**src/hdl/sdspi_pkg.sv**
```systemverilog
`default_nettype none
package sdspi_pkg;

	localparam int STORE_BYTES_DEF = 65536;
	localparam int CAP_W = 40;

	localparam logic [3:0] MODE_IDLE     = 4'd0;
	localparam logic [3:0] MODE_READY    = 4'd1;
	localparam logic [3:0] MODE_TRANSFER = 4'd4;
	localparam logic [3:0] MODE_SENDING  = 4'd5;
	localparam logic [3:0] MODE_RECEIVE  = 4'd6;

	localparam logic [7:0] ERR_ILLEGAL = 8'h04;

	localparam logic [5:0] OP_GO_IDLE   = 6'd0;
	localparam logic [5:0] OP_SEND_OP   = 6'd1;
	localparam logic [5:0] OP_IF_COND   = 6'd8;
	localparam logic [5:0] OP_SEND_CSD  = 6'd9;
	localparam logic [5:0] OP_STOP      = 6'd12;
	localparam logic [5:0] OP_STATUS    = 6'd13;
	localparam logic [5:0] OP_BLOCKLEN  = 6'd16;
	localparam logic [5:0] OP_READ_one  = 6'd17;
	localparam logic [5:0] OP_READ_MULT = 6'd18;
	localparam logic [5:0] OP_WRITE     = 6'd24;
	localparam logic [5:0] OP_APP_OP    = 6'd41;
	localparam logic [5:0] OP_APP_CMD   = 6'd55;
	localparam logic [5:0] OP_READ_OCR  = 6'd58;

	localparam logic [0:0] CFG_HIGH_CAP = 1'd0;
	localparam logic [0:0] CFG_CAPACITY = 1'd1;

	localparam logic [7:0] TOK_START    = 8'hFE;
	localparam logic [7:0] TOK_RD_ERR   = 8'h03;
	localparam logic [7:0] TOK_WR_OK    = 8'h05;
	localparam logic [7:0] TOK_WR_ERR   = 8'h0D;
	localparam logic [7:0] BYTE_CHECK   = 8'hAA;

	typedef struct packed {
		logic capture;
		logic wr_step;
		logic csd_step;
		logic rd_reload;
		logic rd_select;
		logic out_load;
	} ctrl_cmd_t;

	typedef struct packed {
		logic csd_start;
		logic csd_done;
	} dp_stat_t;

endpackage
`default_nettype wire

```
**src/hdl/sdspi_ctrl.sv**
```systemverilog
`default_nettype none
module sdspi_ctrl (
	input  wire logic                 clk,
	input  wire logic                 arst_n,
	input  wire logic                 in_valid,
	output logic                      in_stall,
	input  wire logic                 func,
	output logic                      out_valid,
	input  wire logic                 out_stall,
	output sdspi_pkg::ctrl_cmd_t      cmd,
	input  wire sdspi_pkg::dp_stat_t  stat
);
	typedef enum logic [5:0] {
		S_IDLE = 6'b000001,
		S_WR   = 6'b000010,
		S_CSD  = 6'b000100,
		S_RD1  = 6'b001000,
		S_RD2  = 6'b010000,
		S_RD3  = 6'b100000
	} state_t;

	state_t state_q, state_d;
	logic   out_valid_q;
	logic   slot_free;

	assign in_stall  = (state_q != S_IDLE);
	assign out_valid = out_valid_q;
	assign slot_free = !out_valid_q || !out_stall;

	always_comb begin
		cmd = '0;
		state_d = state_q;
		unique case (state_q)
			S_IDLE: begin
				if (in_valid) begin
					cmd.capture = 1'b1;
					state_d = func ? S_WR : S_RD1;
				end
			end
			S_WR: begin
				cmd.wr_step = 1'b1;
				state_d = stat.csd_start ? S_CSD : S_IDLE;
			end
			S_CSD: begin
				cmd.csd_step = 1'b1;
				if (stat.csd_done) begin
					state_d = S_IDLE;
				end
			end
			S_RD1: begin
				cmd.rd_reload = 1'b1;
				state_d = S_RD2;
			end
			S_RD2: begin
				cmd.rd_select = 1'b1;
				state_d = S_RD3;
			end
			S_RD3: begin
				if (slot_free) begin
					cmd.out_load = 1'b1;
					state_d = S_IDLE;
				end
			end
			default: state_d = S_IDLE;
		endcase
	end

	always_ff @(posedge clk or negedge arst_n) begin
		if (!arst_n) begin
			state_q <= S_IDLE;
			out_valid_q <= 1'b0;
		end else begin
			state_q <= state_d;
			if (cmd.out_load) begin
				out_valid_q <= 1'b1;
			end else if (!out_stall) begin
				out_valid_q <= 1'b0;
			end
		end
	end
endmodule
`default_nettype wire

```
**config.mk**
```make
export PLATFORM = sky130hd
export DESIGN_NAME = sdspi_ctrl
export DESIGN_NICKNAME = d
export VERILOG_FILES = /design/src/hdl/sdspi_pkg.sv /design/src/hdl/sdspi_ctrl.sv
export SDC_FILE = /design/constraint.sdc
export NUM_CORES = 1
export LEC_CHECK = 0
export ABC_AREA = 1
export ABC_CLOCK_PERIOD_IN_PS = 1470
export BUFFER_PORTS_ARGS = -buffer_cell sky130_fd_sc_hd__buf_2
export CAP_MARGIN = 20
export CORE_AREA = 2 2 39 41
export DETAILED_ROUTE_END_ITERATION = 12
export DIE_AREA = 0 0 41 43
export REMOVE_ABC_BUFFERS = 1
export SYNTH_ARGS = -nofsm -noshare
export SYNTH_HDL_FRONTEND = slang
export SYNTH_SLANG_ARGS = --single-unit
```
**constraint.sdc**
```tcl
create_clock -name clk -period 1.47 [get_ports clk]
set_clock_uncertainty 0.05 [all_clocks]
set_input_delay 0.294 -clock clk [delete_from_list [all_inputs] [get_ports clk]]
set_output_delay 0.294 -clock clk [all_outputs]
set_load 0.02 [all_outputs]
```
# Word-level counts from Yosys, hierarchy flattened
# Index checks and enable logic that the tools add are counted.
[totals]
in_bits = 7
out_inout_bits = 8
regBits = 7
word_cells = 33
[classes]
mux = 16
n_eq_ne = 11
n_reduce_logical = 4
[op_table]
columns = ["cell", "count"]
rows = [
  ["case mux 6 bit (6 select lines)", 1],
  ["2-to-1 mux 6 bit", 3],
  ["2-to-1 mux 1 bit", 10],
  ["equality test 6 x 1 -> 1 bit (second input constant)", 1],
  ["equality test 6 x 2 -> 1 bit (second input constant)", 1],
  ["equality test 6 x 3 -> 1 bit (second input constant)", 1],
  ["equality test 6 x 4 -> 1 bit (second input constant)", 1],
  ["equality test 6 x 5 -> 1 bit (second input constant)", 1],
  ["equality test 6 bit (second input constant)", 1],
  ["!= test 2 bit (second input constant)", 3],
  ["!= test 6 x 1 -> 1 bit (second input constant)", 1],
  ["2-to-1 mux 4 bit", 1],
  ["2-to-1 mux 3 bit", 1],
  ["AND reduction 3 bit", 1],
  ["zero test 1 bit", 2],
  ["!= test 2 x 1 -> 1 bit (second input constant)", 1],
  ["logical OR 1 bit", 1],
]

# Longest topological paths before layout
# Gate-level depths: netlist of run 1.
[logic_depth]
depth_word = 5
mapped_depth = 9
depth_no_buf = 9

# Worst setup path after synthesis of run 1
# Ideal clock, no wire load.
[synth_timing]
path_type = "register -> output"
start = "register state_q[0]"
end = "output cmd[5] (netlist bit)"
stages_incl_launch_ff = 5
path_buffers = 0
arrival_ns = 1.140
t_required_ns = 1.126
path_slack_ns = -0.014
cell_sequence = "dfstp_2 -> inv_2 -> nor2_2 -> nand2_2 -> nor2_1"
[synth_rtl]
columns = ["element", "line", "rtl"]
rows = [
  ["start, declared", "sdspi_ctrl.sv:22", "state_t state_q, state_d;"],
  ["start signal, assigned", "sdspi_ctrl.sv:73", "state_q <= state_d;"],
  ["end, declared", "sdspi_ctrl.sv:10", "output sdspi_pkg::ctrl_cmd_t cmd,"],
]

==> results by group, run 1 <==
Logic synthesis
  • Largest cells by area after synthesis: dfrtp_1 35%, inv_1 12%, nand2_1 10%, nor2_1 9.5%, dfstp_2 6.1%
  • Sequential cell area fraction in the yosys report: 40.6%
  • Area leader, netlist: dfrtp_1
  • Syn avg cell area: 6.89 sq um
  • EDFF count, synth: 0
  • Asr flop ratio synth: 100%
  • Post-synth top area share: 34.6%
  • Syn Std Cell Area: 434 sq um
  • Commonest cells post-synth: 14 x inv_1, 12 x nand2_1, 11 x nor2_1
  • Count leader, synth: inv_1
  • Syn. warnings: 0
  • Synth Register Bits: 7
  • Post-Synthesis Cells: 63
  • Synth cell types: 15
  • Main synth FF type: dfrtp_1

Timing
  • Minimum clock period: 1.64 ns
  • Worst Tran Pin Value: 0.198 ns
  • Worst slew margin: 86.7%
  • Final worst-path cycle share: 111%
  • Final Worst Setup Slack: -0.166 ns
  • Fmax achieved: 611 MHz
  • Final setup vio count: 7
  • Final hold violation count: 0
  • Unrepaired setup endpoints after global routing: yes
  • Fin. max-slew vios: 0

Layout
  • # nets final: 94
  • Fin util: 45.8%
  • Number of fillers in the final layout: 151
  • Share of post-route cells with drive strength above 1: 40.7%
  • ANT cells: 0
  • Post-Layout Cell Count: 102
  • Area Growth Syn to Fin: 46.1%

Die
  • Die X: 41 um
  • Ports: 15
  • Die H: 43 um
  • Core area: 1380 sq um
  • Die area: 1760 sq um
  • Starting Density: 31.4%
  • # rows: 14

Detailed routing
  • Vias per inst: 4.25
  • ANT nets after route: 0
  • Routed via count: 434
  • DRC: 0
  • Routed WL per cell: 9.74 um
  • Pre-antenna DRT Iters: 2
  • Drt first-iter violations: 3
  • DRT Wirelength: 993 um

Placed design
  • PortBufs: 14
  • DP Worst Slack: 0.0733 ns
  • Dpl hpwl: 699 um
  • Placed cell count: 93
  • Placer Congestion: 0.761

Worst setup path
  • Critical path endpoint category: primary output
  • WP data arrival: 1.29 ns
  • Crit Path Category: reg2out
  • Slowest stage delay, CP: 0.58 ns
  • Startpoint types: flip-flop
  • Worst Path Max Fanout: 4
  • CP max stage cell: dfstp_2
  • Worst reg-to-reg path cell count: 8
  • Worst EP required: 1.13 ns
  • Cell-by-cell trace of the critical path: inv_2 > nor2_4 > nand2_4 > nor2_1 > buf_4

Global route
  • Vias in the first global route: 395
  • Initial antenna violation count: 0
  • GRT Util Overall: 13.7%
  • Grt ovf: 0
  • First-pass GRT wire length: 1560 um
  • Largest net degree at the start of global routing: 8

CTS
  • TritonCTS Buffers: 3
  • CTS tree: done
  • Worst-path clk slew: 0.05 ns
  • Clk buf depth: 2
  • Root Driver: clkbuf_4
  • Clk_lat worst skew: 0.25 ns
  • Sink Count: 7
  • Htree depth: 1

Worst hold path
  • Hold Path Class: in2reg
  • Hold Path Depth: 3

Power
  • Pwr Density: 2070 nW/um^2
  • LEAKAGE: 0.399 nW
  • Max VDD drop: 0.000867 V

Run status
  • Run status: complete, but fails checks
  • Failing checks: setup timing

Flow run
  • Number of max-cap violations: 0
## what timing repair did
item,CTS,global route
hold endpoints to repair,6,0
gates resized for setup,9,4
setup buffers,2,2
hold buffers,1,0
setup endpoints to repair,7,7
pin swaps,3,2
## placed cells by master (no fill, tap or decap)
cell / netlist / final
nor2_1: 11 / 10
nor3_2: 1 / 1
nand2_1: 12 / 12
buf_6: 0 / 2
dlygate4sd3_1: 0 / 1
clkbuf_1: 0 / 1
and3_4: 0 / 1
inv_2: 3 / 3
nor2_2: 2 / 1
or2_0: 1 / 1
dfrtp_1: 6 / 5
clkbuf_4: 0 / 3
dfstp_2: 1 / 1
nor2_4: 2 / 4
nand2_4: 0 / 1
nand3_1: 4 / 4
dfrtp_2: 0 / 1
o21ai_0: 1 / 1
inv_1: 14 / 14
buf_4: 0 / 7
nand2_2: 2 / 1
nand4_1: 2 / 2
buf_2: 0 / 9
## power by group
group | switching, W | internal [W]
Clock | 0.0000694 | 0.000104
Sequential | 0.0000826 | 0.000265
Combinational | 0.000448 | 0.000346
Total | 0.000601 | 0.000715
## area by class of cell
class | count | area (sq um) | area share (%)
Timing Repair Buffer | 19 | 130 | 20.5
Inverter | 17 | 63.8 | 10.1
Multi-Input combinational cell | 39 | 216 | 34.1
Tap cell | 16 | 20.0 | 3.16
Sequential cell | 7 | 178 | 28.0
Clock buffer | 4 | 26.3 | 4.14
## metal layers
layer  global-route usage (%)  vias up  routed length, um
met2                     23.1        5                569
met4                     6.00        0                  0
met5                        0        -                  0
met1                     15.1      198                403
li1                         -      231                  -
met3                     3.14        0                 20
## worst paths after layout
path / startpoint / end / slack (ns)
hold / removal: stat[1] / state_q[2] / 0.21
min in group asynchronous: arst_n / state_q[3] / 0.37
setup reg to reg: state_q[0] / state_q[1] / 0.10
max in group asynchronous: arst_n / state_q[0] / 0.77
hold reg to reg: out_valid / out_valid / 0.44
setup / recovery: state_q[0] / cmd[5] / -0.17
## registers in the layout (all words and copies together), names as in the netlist
| name | count |
|---|---|
| state_q | 6 |
| out_valid | 1 |
## cells by family (layout without fill, tap and decap cells)
| family | count (synthesis) | count (layout) | synth area share (%) |
|---|---|---|---|
| buffers and inverters | 17 | 40 | 14.7 |
| AOI/OAI and AO/OA | 1 | 1 | 1.15 |
| DFF | 7 | 7 | 40.6 |
| and+or+nand+nor | 38 | 38 | 43.5 |
## stage by stage
step	total power [W]	TNS, ns	area, sq um	hold WS [ns]
6_report	0.00132	-0.710	634	0.206
3_3_place_gp	0.000906	0	524	0.0841
3_5_place_dp	0.000911	0	524	0.0876
4_1_cts	0.00119	-0.638	606	0.206
5_1_grt	0.00142	-1.17	634	0.221
2_1_floorplan	0.000769	-0.0142	434	-0.0516
## worst max-delay path, delay by kind of cell, from the launching register on
family	cells	cell delay [ns]
buf+inv	2	0.19
flops	1	0.58
simple gates	3	0.27
No activity file was read; power rests on OpenSTA's default activity.
==> run 2: changes to the inputs <==
Settings changed: ABC_AREA 1 to default.
==> run 2 against run 1 <==
Effect of this change: the run still ends with setup timing left; critical path depth shrank 1; count of clock-buffer cells in the layout shrank 1; worst setup slack lost 0.52 ns; first-iteration DRC count grew 67%; sequential share of layout area shrank 5.6 points; synthesized cell count shrank 44%; combinational power shrank 18%; die area is the same; non-clock buffer count grew 12; total power shrank 18%; sequential cell count is the same; critical endpoint is now cmd[0]; largest cell class unchanged.
==> results by group, run 2 <==
Die
  • Die H: 43 um (unchanged)
  • # rows: 14 (unchanged)
  • Core area: 1380 sq um (unchanged)
  • Ports: 15 (unchanged)
  • Die X: 41 um (unchanged)
  • Die area: 1760 sq um (unchanged)
  • Starting Density: 27.9% (was 31.4%)

Worst setup path
  • Startpoint types: flip-flop (unchanged)
  • Worst R2R Start: state_q[1] (was state_q[0])
  • Critical path endpoint category: primary output (unchanged)
  • Worst reg-to-reg path cell count: 6 (was 8)
  • FF-to-FF setup slack: -0.43 ns (was 0.10 ns)
  • Worst EP required: 1.13 ns (about the same)
  • Crit Path Category: reg2out (unchanged)
  • WP data arrival: 1.81 ns (was 1.29 ns)
  • R2r endpoint: state_q[5] (was state_q[1])
  • CP max stage cell: or4_4 (was dfstp_2)
  • Cell-by-cell trace of the critical path: or4_4 > or3b_4 > a21oi_2 > buf_4 (was inv_2 > nor2_4 > nand2_4 > nor2_1 > buf_4)
  • Worst Path Max Fanout: 2 (was 4)
  • Slowest stage delay, CP: 0.54 ns (was 0.58 ns)

Detailed routing
  • Vias per inst: 5.02 (was 4.25)
  • Drt first-iter violations: 5 (was 3)
  • Pre-antenna DRT Iters: 4 (was 2)
  • Routed via count: 432 (was 434)
  • ANT nets after route: 0 (unchanged)
  • Routed WL per cell: 13.9 um (was 9.74 um)
  • DRC: 0 (unchanged)
  • DRT Wirelength: 1200 um (was 993 um)

Power
  • Pwr Density: 1380 nW/um^2 (was 2070 nW/um^2)
  • LEAKAGE: 0.377 nW (was 0.399 nW)
  • Max VDD drop: 0.000638 V (was 0.000867 V)

Timing
  • Final hold violation count: 0 (unchanged)
  • Worst Tran Pin Value: 0.262 ns (was 0.198 ns)
  • Final Worst Setup Slack: -0.682 ns (was -0.166 ns)
  • Fin. max-slew vios: 0 (unchanged)
  • Final worst-path cycle share: 146% (was 111%)
  • Final setup vio count: 9 (was 7)
  • Hold slack: 0.170 ns (was 0.206 ns)
  • Minimum clock period: 2.15 ns (was 1.64 ns)
  • Fmax achieved: 465 MHz (was 611 MHz)
  • Unrepaired setup endpoints after global routing: yes (unchanged)
  • Worst slew margin: 82.4% (was 86.7%)

Logic synthesis
  • Post-Synthesis Cells: 35 (was 63)
  • Asr flop ratio synth: 100% (unchanged)
  • Main synth FF type: dfrtp_1 (unchanged)
  • Syn Std Cell Area: 387 sq um (was 434 sq um)
  • Largest cells by area after synthesis: dfrtp_1 39%, nor3b_1 7.8%, dfstp_2 6.8%, or4_4 5.8%, nand4b_1 4.5% (was dfrtp_1 35%, inv_1 12%, nand2_1 10%, nor2_1 9.5%, dfstp_2 6.1%)
  • Post-synth top area share: 38.8% (was 34.6%)
  • Syn. warnings: 0 (unchanged)
  • EDFF count, synth: 0 (unchanged)
  • Syn avg cell area: 11.0 sq um (was 6.89 sq um)
  • Synth Register Bits: 7 (unchanged)
  • Count leader, synth: dfrtp_1 (was inv_1)
  • Synth cell types: 23 (was 15)
  • Area leader, netlist: dfrtp_1 (unchanged)
  • Commonest cells post-synth: 6 x dfrtp_1, 4 x nor3b_1, 3 x nand2_1 (was 14 x inv_1, 12 x nand2_1, 11 x nor2_1)
  • Sequential cell area fraction in the yosys report: 45.6% (was 40.6%)

CTS
  • Sink Count: 7 (unchanged)
  • Worst-path clk slew: 0.06 ns (was 0.05 ns)
  • CTS tree: done (unchanged)
  • Clk buf depth: 2 (unchanged)
  • Root Driver: clkbuf_4 (unchanged)
  • Clk_lat worst skew: 0.25 ns (about the same)
  • TritonCTS Buffers: 3 (unchanged)
  • Htree depth: 1 (unchanged)

Layout
  • ANT cells: 0 (unchanged)
  • Number of fillers in the final layout: 115 (was 151)
  • Fin util: 56.8% (was 45.8%)
  • Reg with most FFs: state_q (unchanged)
  • Area Growth Syn to Fin: 103% (was 46.1%)
  • Commonest non-fill, non-tap cell in the layout: buf_4 (was inv_1)
  • Most frequent cells in the layout: 15 x buf_4, 8 x buf_6, 7 x buf_2 (was 14 x inv_1, 12 x nand2_1, 10 x nor2_1)
  • Max reg flops: 6 (unchanged)
  • Share of post-route cells with drive strength above 1: 78.6% (was 40.7%)
  • # nets final: 78 (was 94)

Global route
  • Initial antenna violation count: 0 (unchanged)
  • Grt ovf: 0 (unchanged)
  • Largest net degree at the start of global routing: 8 (unchanged)
  • Vias in the first global route: 424 (was 395)
  • First-pass GRT wire length: 1810 um (was 1560 um)
  • GRT Util Overall: 15.8% (was 13.7%)

Worst hold path
  • Hold Path Sink: state_q[3] (was state_q[2])
  • Hold Startpoint: func (was stat[1])
  • Hold Path Class: in2reg (unchanged)
  • Hold Path Depth: 2 (was 3)

Flow run
  • Number of max-cap violations: 0 (unchanged)

Run status
  • Run status: complete, but fails checks (unchanged)
  • Failing checks: setup timing (unchanged)

Placed design
  • Placer Congestion: 0.720 (was 0.761)
  • Dpl hpwl: 725 um (was 699 um)
  • PortBufs: 14 (unchanged)
-- run 2: changes by cell type after synthesis, sizes merged, moves of 2 or more --
cell    before  now
a21oi        0    2
inv         17    0
nand2       14    3
nand3        4    0
nand4        2    0
nand4b       0    2
nor2        15    1
nor3b        0    4
or3b         0    2
or4          0    2
-- run 2: logic make-up (layout without fill, tap and decap cells) --
kind of cell | after synthesis | count (layout) | share of synthesized area [%]
flops | 7 | 7 | 45.6
buf+inv | 0 | 35 | 0
compound gates | 7 | 7 | 14.6
simple gates | 20 | 20 | 37.5
xor+xnor | 1 | 1 | 2.27
-- run 2: power breakdown --
| group | total [W] | switching [W] | internal, W |
|---|---|---|---|
| Combinational | 0.000648 | 0.000277 | 0.000371 |
| Sequential | 0.000248 | 0.0000176 | 0.000231 |
| Clock | 0.000185 | 0.0000849 | 0.000100 |
| Total | 0.00108 | 0.000380 | 0.000701 |
-- run 2: per-stage QoR --
step	power (W)	setup TNS, ns	instance area (sq um)	setup WS (ns)	instances
floorplan	0.000459	-2.12	387	-0.466	35
global placement	0.000638	-2.00	567	-0.404	77
detailed placement	0.000642	-2.01	567	-0.419	77
CTS	0.00101	-3.96	716	-0.694	85
global route	0.00114	-4.88	786	-0.732	86
finish	0.00108	-4.22	786	-0.682	86
-- run 2: worst max-delay path: cells and delay by family (launching register included) --
| family | cells | cell delay, ns |
|---|---|---|
| AO/OA/AOI/OAI | 1 | 0.10 |
| buffers and inverters | 1 | 0.14 |
| AND/OR/NAND/NOR | 2 | 0.93 |
| flip-flops | 1 | 0.37 |
-- run 2: area by class of cell --
type / instances / area [sq um] / area share [%]
clock buffer: 3 / 22.5 / 2.87
clock inverter: 1 / 5.00 / 0.637
multi-input combinational: 28 / 314 / 40.0
sequential: 7 / 176 / 22.5
tap: 16 / 20.0 / 2.55
timing repair buffer: 31 / 248 / 31.5
-- run 2: what timing repair did --
| item | CTS | global route |
|---|---|---|
| setup endpoints to repair | 11 | 14 |
| pin swaps | 2 | 2 |
| hold buffers | 1 | 0 |
| resized for setup | 22 | 13 |
| setup buffers | 3 | 2 |
| hold endpoints to repair | 6 | 0 |
-- run 2: routing by layer --
layer | part of all wire, % | track usage, % | up-vias | wire, um
li1 | - | - | 206 | -
met4 | 1.3 | 8.00 | 0 | 15
met3 | 3.9 | 4.71 | 2 | 47
met1 | 38 | 16.7 | 213 | 449
met2 | 57 | 26.3 | 11 | 683
met5 | 0 | 0 | - | 0
-- run 2: how the worst max path moves through the flow --
| stage | cells after the start | startpoint | slack [ns] | endpoint |
|---|---|---|---|---|
| 5_1_grt | 4 | state_q[1] | -0.73 | cmd[0] |
| 3_3_place_gp | 4 | state_q[1] | -0.40 | cmd[0] |
| 2_1_floorplan | 3 | state_q[1] | -0.47 | cmd[0] |
| 3_5_place_dp | 4 | state_q[1] | -0.42 | cmd[0] |
| 4_1_cts | 4 | state_q[1] | -0.69 | cmd[0] |
| 6_report | 4 | state_q[1] | -0.68 | cmd[0] |
==> run 3: changes to the inputs <==
==> constraint.sdc (replaced) <==
create_clock -name clk -period 1.47 [get_ports clk]
set_clock_uncertainty 0.05 [all_clocks]
set_input_delay 0.147 -clock clk [delete_from_list [all_inputs] [get_ports clk]]
set_output_delay 0.147 -clock clk [all_outputs]
set_load 0.02 [all_outputs]
==> run 3 against run 2 <==
Effect of this change: the run still ends with setup timing left; via count up 4.4%; count of clock-buffer cells in the layout unchanged; maximum frequency up 7.6%; global-route usage decreased by 0.40 points; final cell count is 7.0% higher; sequential cell count is the same; largest power group unchanged.
==> results by group, run 3 (synthesized netlist as in run 2, its figures left out) <==
Run status
  • Run status: complete, but fails checks (unchanged)
  • Failing checks: setup timing (unchanged)

Timing
  • Hold slack: 0.0829 ns (was 0.170 ns)
  • Worst slew margin: 84.9% (was 82.4%)
  • Unrepaired setup endpoints after global routing: yes (unchanged)
  • Final worst-path cycle share: 136% (was 146%)
  • Final Worst Setup Slack: -0.529 ns (was -0.682 ns)
  • Final hold violation count: 0 (unchanged)
  • Final setup vio count: 13 (was 9)
  • Fmax achieved: 500 MHz (was 465 MHz)
  • Worst Tran Pin Value: 0.226 ns (was 0.262 ns)
  • Fin. max-slew vios: 0 (unchanged)
  • Minimum clock period: 2.00 ns (was 2.15 ns)

Die
  • Core area: 1380 sq um (unchanged)
  • Die X: 41 um (unchanged)
  • # rows: 14 (unchanged)
  • Ports: 15 (unchanged)
  • Starting Density: 27.9% (unchanged)
  • Die area: 1760 sq um (unchanged)
  • Die H: 43 um (unchanged)

Layout
  • Commonest non-fill, non-tap cell in the layout: buf_4 (unchanged)
  • Reg with most FFs: state_q (unchanged)
  • Fin util: 58.4% (was 56.8%)
  • Most frequent cells in the layout: 19 x buf_4, 8 x buf_2, 8 x buf_6 (was 15 x buf_4, 8 x buf_6, 7 x buf_2)
  • Number of fillers in the final layout: 122 (was 115)
  • Post-Layout Cell Count: 92 (was 86)
  • Post-route cell area: 808 sq um (was 786 sq um)
  • Max reg flops: 6 (unchanged)
  • Area Growth Syn to Fin: 109% (was 103%)
  • # nets final: 84 (was 78)
  • ANT cells: 0 (unchanged)
  • Share of post-route cells with drive strength above 1: 75.0% (was 78.6%)

Detailed routing
  • Routed via count: 451 (was 432)
  • Drt first-iter violations: 12 (was 5)
  • DRC: 0 (unchanged)
  • Vias per inst: 4.90 (was 5.02)
  • Pre-antenna DRT Iters: 4 (unchanged)
  • DRT Wirelength: 1140 um (was 1200 um)
  • ANT nets after route: 0 (unchanged)
  • Routed WL per cell: 12.4 um (was 13.9 um)

Power
  • Pwr Density: 1280 nW/um^2 (was 1380 nW/um^2)
  • Tot Pwr: 0.00104 W (was 0.00108 W)
  • Max VDD drop: 0.000549 V (was 0.000638 V)
  • LEAKAGE: 0.403 nW (was 0.377 nW)

Placed design
  • Post-DP Area: 559 sq um (was 567 sq um)
  • Placed cell count: 76 (was 77)
  • Dpl hpwl: 695 um (was 725 um)
  • Placer Congestion: 0.686 (was 0.720)
  • PortBufs: 14 (unchanged)

Global route
  • Largest net degree at the start of global routing: 8 (unchanged)
  • First-pass GRT wire length: 1750 um (was 1810 um)
  • Initial antenna violation count: 0 (unchanged)
  • Vias in the first global route: 447 (was 424)
  • GRT Util Overall: 15.4% (was 15.8%)
  • Grt ovf: 0 (unchanged)

Worst setup path
  • Crit Path Category: reg2out (unchanged)
  • Cell-by-cell trace of the critical path: or4_4 > or3b_4 > a21oi_2 > buf_4 (unchanged)
  • Slowest stage delay, CP: 0.53 ns (was 0.54 ns)
  • Critical path endpoint category: primary output (unchanged)
  • Worst EP required: 1.27 ns (was 1.13 ns)
  • Worst Path Max Fanout: 2 (unchanged)
  • CP max stage cell: or4_4 (unchanged)
  • WP data arrival: 1.80 ns (was 1.81 ns)
  • Startpoint types: flip-flop (unchanged)

CTS
  • Htree depth: 1 (unchanged)
  • Sink Count: 7 (unchanged)
  • Clk_lat worst skew: 0.25 ns (about the same)
  • TritonCTS Buffers: 3 (unchanged)
  • Root Driver: clkbuf_4 (unchanged)
  • Clk buf depth: 2 (unchanged)
  • CTS tree: done (unchanged)
  • Worst-path clk slew: 0.05 ns (was 0.06 ns)

Flow run
  • Number of max-cap violations: 0 (unchanged)

Worst hold path
  • Hold Path Class: in2reg (unchanged)
## run 3: final timing paths
path                       startpoint         end  slack, ns  cells past startpoint
setup reg to reg           state_q[0]  state_q[5]      -0.42                      6
min in group asynchronous      arst_n   out_valid       0.20                      2
hold reg to reg             out_valid   out_valid       0.54                      2
hold / removal                stat[1]  state_q[2]       0.08                      2
setup / recovery           state_q[0]      cmd[0]      -0.53                      4
max in group asynchronous      arst_n  state_q[0]       0.93                      2
## run 3: where the power goes
part | switching, W | total (W) | leakage, nW | internal [W]
combinational | 0.000267 | 0.000618 | 0.293 | 0.000352
clock | 0.0000738 | 0.000173 | 0.0177 | 0.0000994
sequential | 0.0000152 | 0.000246 | 0.0931 | 0.000230
total | 0.000356 | 0.00104 | 0.403 | 0.000681
## run 3: worst max-delay path, delay by kind of cell, from the launching register on
family	cells	cell delay [ns]
buffers and inverters	1	0.14
DFF	1	0.36
and+or+nand+nor	2	0.95
AOI/OAI and AO/OA	1	0.10
## run 3: area by class of cell
class / instances / area [sq um] / area share (%)
clock inverter: 1 / 5.00 / 0.619
multi-input combinational: 28 / 292 / 36.1
tap: 16 / 20.0 / 2.48
clock buffer: 3 / 22.5 / 2.79
sequential: 7 / 176 / 21.8
timing repair buffer: 37 / 293 / 36.2
## run 3: metal layers
| metal | global-route usage, % | vias up | share of wire (%) |
|---|---|---|---|
| li1 | - | 219 | - |
| met3 | 5.76 | 2 | 3.8 |
| met5 | 0 | - | 0 |
| met1 | 13.8 | 219 | 41 |
| met4 | 10.7 | 0 | 1.7 |
| met2 | 25.9 | 11 | 53 |
## run 3: timing repair
item,4_1_cts,5_1_grt
endpoints found under the setup margin,12,12
buffers inserted,8,3
pin swaps,6,7
hold buffers,2,0
endpoints found under the hold margin,8,0
resized for setup,22,8
## run 3: stage by stage
step                setup TNS, ns  worst slack, ns
finish                      -3.31           -0.529
global route                -4.13           -0.585
CTS                         -3.23           -0.534
detailed placement          -1.47           -0.262
global placement            -1.36           -0.257
floorplan                   -1.52           -0.409
